$ cat src/rtl/gsp_pkg.sv
// ----------------------------------------------------------------------------
// gsp_pkg
// Shared types and constants for the braced GUID string parser.
// ----------------------------------------------------------------------------
package gsp_pkg;

    // Text layout of a braced GUID: {XXXXXXXX-XXXX-XXXX-XXXX-XXXXXXXXXXXX}
    localparam int unsigned POS_W        = 6;
    localparam int unsigned CODE_W       = 16;
    localparam int unsigned VALUE_W      = 128;
    localparam logic [POS_W-1:0] TEXT_LEN     = 6'd38;
    localparam logic [POS_W-1:0] POS_OPEN     = 6'd0;
    localparam logic [POS_W-1:0] POS_CLOSE    = 6'd37;
    localparam logic [POS_W-1:0] POS_DASH_A   = 6'd9;
    localparam logic [POS_W-1:0] POS_DASH_B   = 6'd14;
    localparam logic [POS_W-1:0] POS_DASH_C   = 6'd19;
    localparam logic [POS_W-1:0] POS_DASH_D   = 6'd24;
    localparam logic [POS_W-1:0] POS_SATURATE = 6'd39;

    // Character codes
    localparam logic [CODE_W-1:0] CHAR_LBRACE = 16'h007B;
    localparam logic [CODE_W-1:0] CHAR_RBRACE = 16'h007D;
    localparam logic [CODE_W-1:0] CHAR_DASH   = 16'h002D;
    localparam logic [CODE_W-1:0] CHAR_ZERO   = 16'h0030;
    localparam logic [CODE_W-1:0] CHAR_NINE   = 16'h0039;
    localparam logic [CODE_W-1:0] CHAR_LC_A   = 16'h0061;
    localparam logic [CODE_W-1:0] CHAR_LC_F   = 16'h0066;
    localparam logic [CODE_W-1:0] CHAR_UC_A   = 16'h0041;
    localparam logic [CODE_W-1:0] CHAR_UC_F   = 16'h0046;
    localparam logic [CODE_W-1:0] HEX_ALPHA_BASE = 16'd10;

    // Result status codes
    localparam logic STATUS_OK      = 1'b0;
    localparam logic STATUS_INVALID = 1'b1;

    // Input transfer payload
    typedef struct packed {
        logic [CODE_W-1:0] char_code;
        logic              last;
    } in_item_t;

    // Output transfer payload
    typedef struct packed {
        logic [31:0] data1;
        logic [15:0] data2;
        logic [15:0] data3;
        logic [63:0] data4;
        logic        status;
    } out_item_t;

    // Classification of one character at its position
    typedef struct packed {
        logic       shift_en;
        logic [3:0] nibble;
        logic       bad;
    } char_class_t;

endpackage

$ cat src/rtl/gsp_char_decode.sv
// ----------------------------------------------------------------------------
// gsp_char_decode
// Checks one character against the layout at its position and decodes hex.
// ----------------------------------------------------------------------------
module gsp_char_decode
    import gsp_pkg::*;
(
    input  logic [CODE_W-1:0] char_code,
    input  logic [POS_W-1:0]  position,
    output char_class_t       char_class
);

    logic is_dec;
    logic is_lc;
    logic is_uc;
    logic is_dash_pos;
    logic [CODE_W-1:0] digit_val;

    // Detect digit ranges
    assign is_dec = (char_code >= CHAR_ZERO) && (char_code <= CHAR_NINE);
    assign is_lc  = (char_code >= CHAR_LC_A) && (char_code <= CHAR_LC_F);
    assign is_uc  = (char_code >= CHAR_UC_A) && (char_code <= CHAR_UC_F);

    assign is_dash_pos = (position == POS_DASH_A) || (position == POS_DASH_B) ||
                         (position == POS_DASH_C) || (position == POS_DASH_D);

    // Decode the nibble value
    always_comb
    begin
        priority if (is_dec)
        begin
            digit_val = char_code - CHAR_ZERO;
        end
        else if (is_lc)
        begin
            digit_val = char_code - CHAR_LC_A + HEX_ALPHA_BASE;
        end
        else if (is_uc)
        begin
            digit_val = char_code - CHAR_UC_A + HEX_ALPHA_BASE;
        end
        else
        begin
            digit_val = '0;
        end
    end

    // Check the character against its position
    always_comb
    begin
        char_class.shift_en = 1'b0;
        char_class.nibble   = 4'd0;
        char_class.bad      = 1'b0;
        priority if (position >= TEXT_LEN)
        begin
            char_class.bad = 1'b1;
        end
        else if (position == POS_OPEN)
        begin
            char_class.bad = (char_code != CHAR_LBRACE);
        end
        else if (position == POS_CLOSE)
        begin
            char_class.bad = (char_code != CHAR_RBRACE);
        end
        else if (is_dash_pos)
        begin
            char_class.bad = (char_code != CHAR_DASH);
        end
        else
        begin
            char_class.shift_en = 1'b1;
            char_class.nibble   = digit_val[3:0];
            char_class.bad      = !(is_dec || is_lc || is_uc);
        end
    end

endmodule

$ cat src/rtl/gsp_out_reg.sv
// ----------------------------------------------------------------------------
// gsp_out_reg
// Result register that parts the parser from the downstream receiver.
// ----------------------------------------------------------------------------
module gsp_out_reg
    import gsp_pkg::*;
(
    input  logic      clk,
    input  logic      rst_n,
    input  logic      load,
    input  out_item_t load_data,
    output logic      can_load,
    output logic      out_valid,
    input  logic      out_ready,
    output out_item_t out_data
);

    logic      valid_reg;
    logic      valid_next;
    out_item_t data_reg;

    // Accept a new result when empty or when the held one transfers now
    assign can_load = !valid_reg || out_ready;

    always_comb
    begin
        valid_next = valid_reg;
        if (load)
        begin
            valid_next = 1'b1;
        end
        else if (out_ready)
        begin
            valid_next = 1'b0;
        end
    end

    // Hold the valid flag
    always_ff @(posedge clk or negedge rst_n)
    begin
        if (!rst_n)
        begin
            valid_reg <= 1'b0;
        end
        else
        begin
            valid_reg <= valid_next;
        end
    end

    // Capture the result payload
    always_ff @(posedge clk)
    begin
        if (load)
        begin
            data_reg <= load_data;
        end
    end

    assign out_valid = valid_reg;
    assign out_data  = data_reg;

endmodule

$ cat src/rtl/guid_string_parser_top.sv
// ----------------------------------------------------------------------------
// guid_string_parser_top
// Parses a braced GUID string, one UTF-16 code unit per transfer.
// ----------------------------------------------------------------------------
// Usage:
//   The in channel carries one character per transfer with a last flag. The
//   out channel carries one result per string, on the character marked last:
//   the four GUID fields and a status (0 parsed, 1 invalid with zero fields).
//   A string of the wrong length, or with any wrong brace, dash or non-hex
//   character, reports invalid.
// Timing:
//   One character per cycle sustained, unless a last character waits for a
//   full output register. A character sits in the input register, where
//   the position check, nibble decode and 128-bit shift run; the result is
//   registered in the output register when the last character leaves it.
// Reset and stall:
//   Reset clears the position, the shift value, the error flag and both
//   valid flags. While the receiver stalls, the held result waits in the
//   output register; characters that give no result keep flowing, and a
//   last character waits in the input register until the output is free.
// ----------------------------------------------------------------------------
module guid_string_parser_top
    import gsp_pkg::*;
(
    input  logic      clk,
    input  logic      rst_n,
    input  logic      in_valid,
    output logic      in_ready,
    input  in_item_t  in_data,
    output logic      out_valid,
    input  logic      out_ready,
    output out_item_t out_data
);

    logic               stage_valid_reg;
    logic               stage_valid_next;
    in_item_t           stage_data_reg;
    logic [POS_W-1:0]   pos_reg;
    logic [POS_W-1:0]   pos_next;
    logic [VALUE_W-1:0] shift_reg;
    logic [VALUE_W-1:0] shift_next;
    logic               bad_reg;
    logic               bad_next;
    char_class_t        char_class;
    logic               can_load;
    logic               advance;
    logic               in_xfer;
    logic               final_bad;
    out_item_t          result;

    // Decode the staged character
    gsp_char_decode u_decode (
        .char_code  (stage_data_reg.char_code),
        .position   (pos_reg),
        .char_class (char_class)
    );

    // Advance the stage unless a result is due and the output is full
    assign advance  = stage_valid_reg && (!stage_data_reg.last || can_load);
    assign in_ready = !stage_valid_reg || advance;
    assign in_xfer  = in_valid && in_ready;

    always_comb
    begin
        stage_valid_next = stage_valid_reg;
        if (in_xfer)
        begin
            stage_valid_next = 1'b1;
        end
        else if (advance)
        begin
            stage_valid_next = 1'b0;
        end
    end

    // Update parse state for the advancing character
    always_comb
    begin
        pos_next   = pos_reg;
        shift_next = shift_reg;
        bad_next   = bad_reg;
        if (advance)
        begin
            if (char_class.shift_en)
            begin
                shift_next = {shift_reg[VALUE_W-5:0], char_class.nibble};
            end
            bad_next = bad_reg || char_class.bad;
            if (pos_reg < POS_SATURATE)
            begin
                pos_next = pos_reg + 6'd1;
            end
            if (stage_data_reg.last)
            begin
                pos_next   = '0;
                shift_next = '0;
                bad_next   = 1'b0;
            end
        end
    end

    // Build the result from the shift value; a valid string ends on the
    // closing brace, which shifts nothing
    assign final_bad = bad_reg || char_class.bad || (pos_reg != POS_CLOSE);

    always_comb
    begin
        if (final_bad)
        begin
            result.data1  = '0;
            result.data2  = '0;
            result.data3  = '0;
            result.data4  = '0;
            result.status = STATUS_INVALID;
        end
        else
        begin
            result.data1  = shift_reg[VALUE_W-1:VALUE_W-32];
            result.data2  = shift_reg[VALUE_W-33:VALUE_W-48];
            result.data3  = shift_reg[VALUE_W-49:VALUE_W-64];
            result.data4  = shift_reg[VALUE_W-65:0];
            result.status = STATUS_OK;
        end
    end

    // Hold the result for the receiver
    gsp_out_reg u_out (
        .clk       (clk),
        .rst_n     (rst_n),
        .load      (advance && stage_data_reg.last),
        .load_data (result),
        .can_load  (can_load),
        .out_valid (out_valid),
        .out_ready (out_ready),
        .out_data  (out_data)
    );

    // Control registers
    always_ff @(posedge clk or negedge rst_n)
    begin
        if (!rst_n)
        begin
            stage_valid_reg <= 1'b0;
            pos_reg         <= '0;
            shift_reg       <= '0;
            bad_reg         <= 1'b0;
        end
        else
        begin
            stage_valid_reg <= stage_valid_next;
            pos_reg         <= pos_next;
            shift_reg       <= shift_next;
            bad_reg         <= bad_next;
        end
    end

    // Capture the incoming character
    always_ff @(posedge clk)
    begin
        if (in_xfer)
        begin
            stage_data_reg <= in_data;
        end
    end

    // Position never passes its saturation point
    a_pos_range: assert property (@(posedge clk) disable iff (!rst_n)
        pos_reg <= POS_SATURATE)
        else $error("character position beyond saturation");

    // An invalid result carries all-zero fields
    a_invalid_zero: assert property (@(posedge clk) disable iff (!rst_n)
        (out_valid && out_data.status == STATUS_INVALID) |->
        (out_data.data1 == '0 && out_data.data2 == '0 &&
         out_data.data3 == '0 && out_data.data4 == '0))
        else $error("invalid result with nonzero fields");

    // A finished string leaves the parse state cleared
    a_clear_after_last: assert property (@(posedge clk) disable iff (!rst_n)
        (advance && stage_data_reg.last) |=> (pos_reg == '0 && !bad_reg))
        else $error("parse state not cleared after last character");

    // A last character advances only into a free result register
    a_no_overwrite: assert property (@(posedge clk) disable iff (!rst_n)
        (advance && stage_data_reg.last && out_valid) |-> out_ready)
        else $error("result overwritten before transfer");

    // Input stalls only behind a staged last character and a held result
    a_ready_stall: assert property (@(posedge clk) disable iff (!rst_n)
        !in_ready |-> (stage_valid_reg && stage_data_reg.last && out_valid))
        else $error("input stalled without cause");

endmodule

$ cat config.mk
export PLATFORM = sky130hd
export DESIGN_NAME = guid_string_parser_top
export DESIGN_NICKNAME = d
export VERILOG_FILES = /design/src/rtl/gsp_pkg.sv /design/src/rtl/gsp_char_decode.sv /design/src/rtl/gsp_out_reg.sv /design/src/rtl/guid_string_parser_top.sv
export SDC_FILE = /design/constraint.sdc
export NUM_CORES = 1
export LEC_CHECK = 0
export ABC_AREA = 1
export BUFFER_PORTS_ARGS = -buffer_cell sky130_fd_sc_hd__buf_2
export CORE_ASPECT_RATIO = 0.5
export CORE_MARGIN = 4
export CORE_UTILIZATION = 45
export CTS_BUF_LIST = sky130_fd_sc_hd__clkbuf_8
export DETAILED_ROUTE_END_ITERATION = 16
export HOLD_SLACK_MARGIN = 0.05
export SLEW_MARGIN = 40
export SYNTH_ARGS = -nofsm -noshare
export SYNTH_HDL_FRONTEND = slang
export SYNTH_HIERARCHICAL = 1
export SYNTH_SLANG_ARGS = --single-unit
$ cat constraint.sdc
create_clock -name clk -period 5.75 [get_ports clk]
set_input_delay 0.575 -clock clk [delete_from_list [all_inputs] [get_ports clk]]
set_output_delay 0.575 -clock clk [all_outputs]
set_load 0.01 [all_outputs]
==> impl_results.md <==
- Worst-path cell chain: inv_1 > ha_1 > nor2_1 > nand2_1 > nand3_1 > nand2_1 > nand2_1 > nor2_1 > nand2_1 > nand2_1 > nand2_1 > nand2_1 > nand2_1 > nor3_1 > nand4_1 > buf_4 > nor2_1
- Largest net degree at the start of global routing: 129
- Initial antenna violation count: 0
- Crit Reg-Reg Startpoint: stage_data_reg[1]
- Final Max Tran Viols: 0
- Rel. slew slack: 0.5245
- Clock transition at path regs: 60 ps
- Clock sink count: roughly 280
- Total wire length: 22,190 um
- Hold-fix buffers, CTS: 0
- CTS resizes: 0
- R2R Setup Slk: roughly 3000 ps
- Max reg flops: 129
- CTS max path bufs: 3
- CP max stage cell: edfxtp_1
- Setup violators final: 0
- RSZ-0062 raised after global routing: false
- Mapped Nets: 1,031
- Final min period: 2720 ps
- Worst Path Required: 6130 ps
- Leak: 5.340 nW
- Worst Reg2Reg Path Length in Cells: 17
- Hold Path Class: input port to async pin
- Worst Path Arrival: ~3100 ps
- Share of cells above drive strength 1: 0.3017
- Total Routing Usage GR: 0.1566
- Core area: 0.02529 sq mm
- Synth cell types: 33
- Crit Reg-Reg Endpoint: u_out/out_data[97]
- Antenna Cells: 0
- Synth Instances: 1,005
- Max incr delay on CP: 450 ps
- Placed cells: 1,465
- Fin cells: 1,544
- Maximum clock rate: 367.6 MHz
- Post-CTS Setup Repair Bufs: 0
- Period utilisation layout: 0.4731
- DIE WIDTH: approximately 240 um
- Area fraction of the dominant cell type after synthesis: 0.3775
- Row cnt: 41
- Top-Level Pins: 152
- DR pass1 iterations: 5
- CTS H-Tree Depth: 2
- Type of destination of the critical path: register
- Register area share after synthesis: 0.6727
- CTS root buffer: clkbuf_8
- CP max FO: 61
- Initial Utilization: 0.4592
- Max-Cap Viols: 0
- Final Skew: 13.80 ps
- CP most frequent cell: nand2_1
- Worst-Margin Slew: 713.3 ps
- WL per Instance: 14.37 um
- GPL Wtd Cong: 0.8031
- Area grow syn2layout: 15.23%
- Number of synthesized flops with an enable pin: about 150
- Synthesis warning total: 6
- Final Hold Vio Count: 0
- Synth Cell Area: approximately 0.012 sq mm
- Vias per cell: around 4.6
- Vias in the first global route: 7,325
- Status: complete, no violations
- Die area: between 0.02 and 0.03 sq mm
- Maximum vdd drop: 0.1856 mV
- Mapped Avg Cell Area: 11.56 sq um
- Die Ht: 121.6 um
- CP Launch Type: register
- Top cells by area, synth: edfxtp_1 38%, dfrtp_1 30%, o21ai_2 8.8%
- First-pass GRT wire length: 36,530 um
- TNS Setup: 0 ps
- PD cells: between 300 and 400 mW/mm^2
- Cell accounting for the most synthesized area: edfxtp_1
- Via count: 7,105
- Post-synthesis async set-or-reset flop share: 0.4841
- Top FF cell, synth: edfxtp_1
- Crit Path Class: register to register
- CTS Buf Count: 42
- Top cells by count, synth: 183 x nand2_1, 161 x inv_1, 148 x nor2_1, 146 x edfxtp_1, 137 x dfrtp_1
- Count leader, synth: nand2_1
- Layout net count: 1,192
- Port bufs: 151
- Synthesized flop and latch total: 283
- Routed Antenna Nets: 0
- TritonCTS clock tree: built
- Crit path from: stage_data_reg[1]
- Remaining DRCs: 0
- GRT overflow: 0
- Clock Latency Late Sink: roughly 550 ps
- Dpl hpwl: ~14,000 um
- 1st-iter DRT viols: ~530
worst max-delay path: cells and delay by family (launching register included):
kind	cells	cell delay, ps
adders and majority gates	1	180
buffers and inverters	2	470
DFF	1	450
and+or+nand+nor	14	1420
cell families (layout without fill, tap and decap cells):
family / Yosys count / in the layout / share of synthesized area
AO/OA/AOI/OAI: 143 / 143 / 0.1017
XOR/XNOR: 3 / 3 / 0.002263
adder cells (fa/ha/maj): 5 / 5 / 0.005387
buffers and inverters: 204 / 399 / 0.09050
flip-flops: 283 / 283 / 0.6727
AND/OR/NAND/NOR: 367 / 367 / 0.1275
through the flow:
step / utilization / power [mW] / setup slack, ps / instance area [sq um] / hold slack [ps]
final: 0.5292 / 4.255 / 3030 / 13380 / 66.81
after global routing: 0.5292 / 4.449 / 2689 / 13380 / 104.9
after CTS: 0.5279 / 4.318 / 3023 / 13350 / 98.90
after detailed placement: 0.4922 / 2.593 / 2816 / 12450 / 467.6
after global placement: 0.4922 / 2.586 / 2885 / 12450 / 463.9
after floorplan: - / 2.509 / 1737 / 11610 / 279.4
where the power goes:
group | internal, mW | total [mW] | switching, mW
logic | 0.0823 | 0.316 | 0.234
registers | 2.20 | 2.23 | 0.0320
clock network | 0.924 | 1.71 | 0.782
total | 3.21 | 4.26 | 1.05
layout by cell type (no fill, tap or decap), types with 6 or more instances in the layout:
cell | netlist | routed
dfrtp_1 | 137 | 137
nand2_1 | 183 | 183
edfxtp_1 | 146 | 146
inv_1 | 161 | 171
o21ai_2 | 117 | 116
buf_4 | 1 | 6
buf_2 | 3 | 150
o21ai_0 | 13 | 13
nor2_1 | 148 | 148
clkbuf_8 | 0 | 57
nand3_1 | 11 | 11
per-layer routing:
layer  GRT usage  share of wire  up-vias
met5           0              0        -
met4     0.04202          0.020        0
met3     0.04094          0.045       39
met2      0.2694           0.49      104
met1      0.2007           0.44     3438
li1            -              -     3524
layout make-up:
type | count | area (sq um)
Timing Repair Buffer | 159 | 857.1
Clock inverter | 22 | 131.4
Multi-Input combinational cell | 518 | 2765
Tap cell | 344 | 430.4
Clock buffer | 56 | 770.7
Sequential cell | 283 | 7812
Fill cell | 2278 | 11910
Inverter | 162 | 615.6
worst max path at each step:
stage,endpoint,slack (ps),cells after the start
finish,u_out/out_data[97],3030,17
global route,u_out/out_data[97],2690,17
CTS,u_out/out_data[125],3020,18
detailed placement,u_out/out_data[122],2820,8
global placement,u_out/out_data[9],2890,8
floorplan,u_out/out_data[0],1740,6
Power figures use the tool's default switching activity.
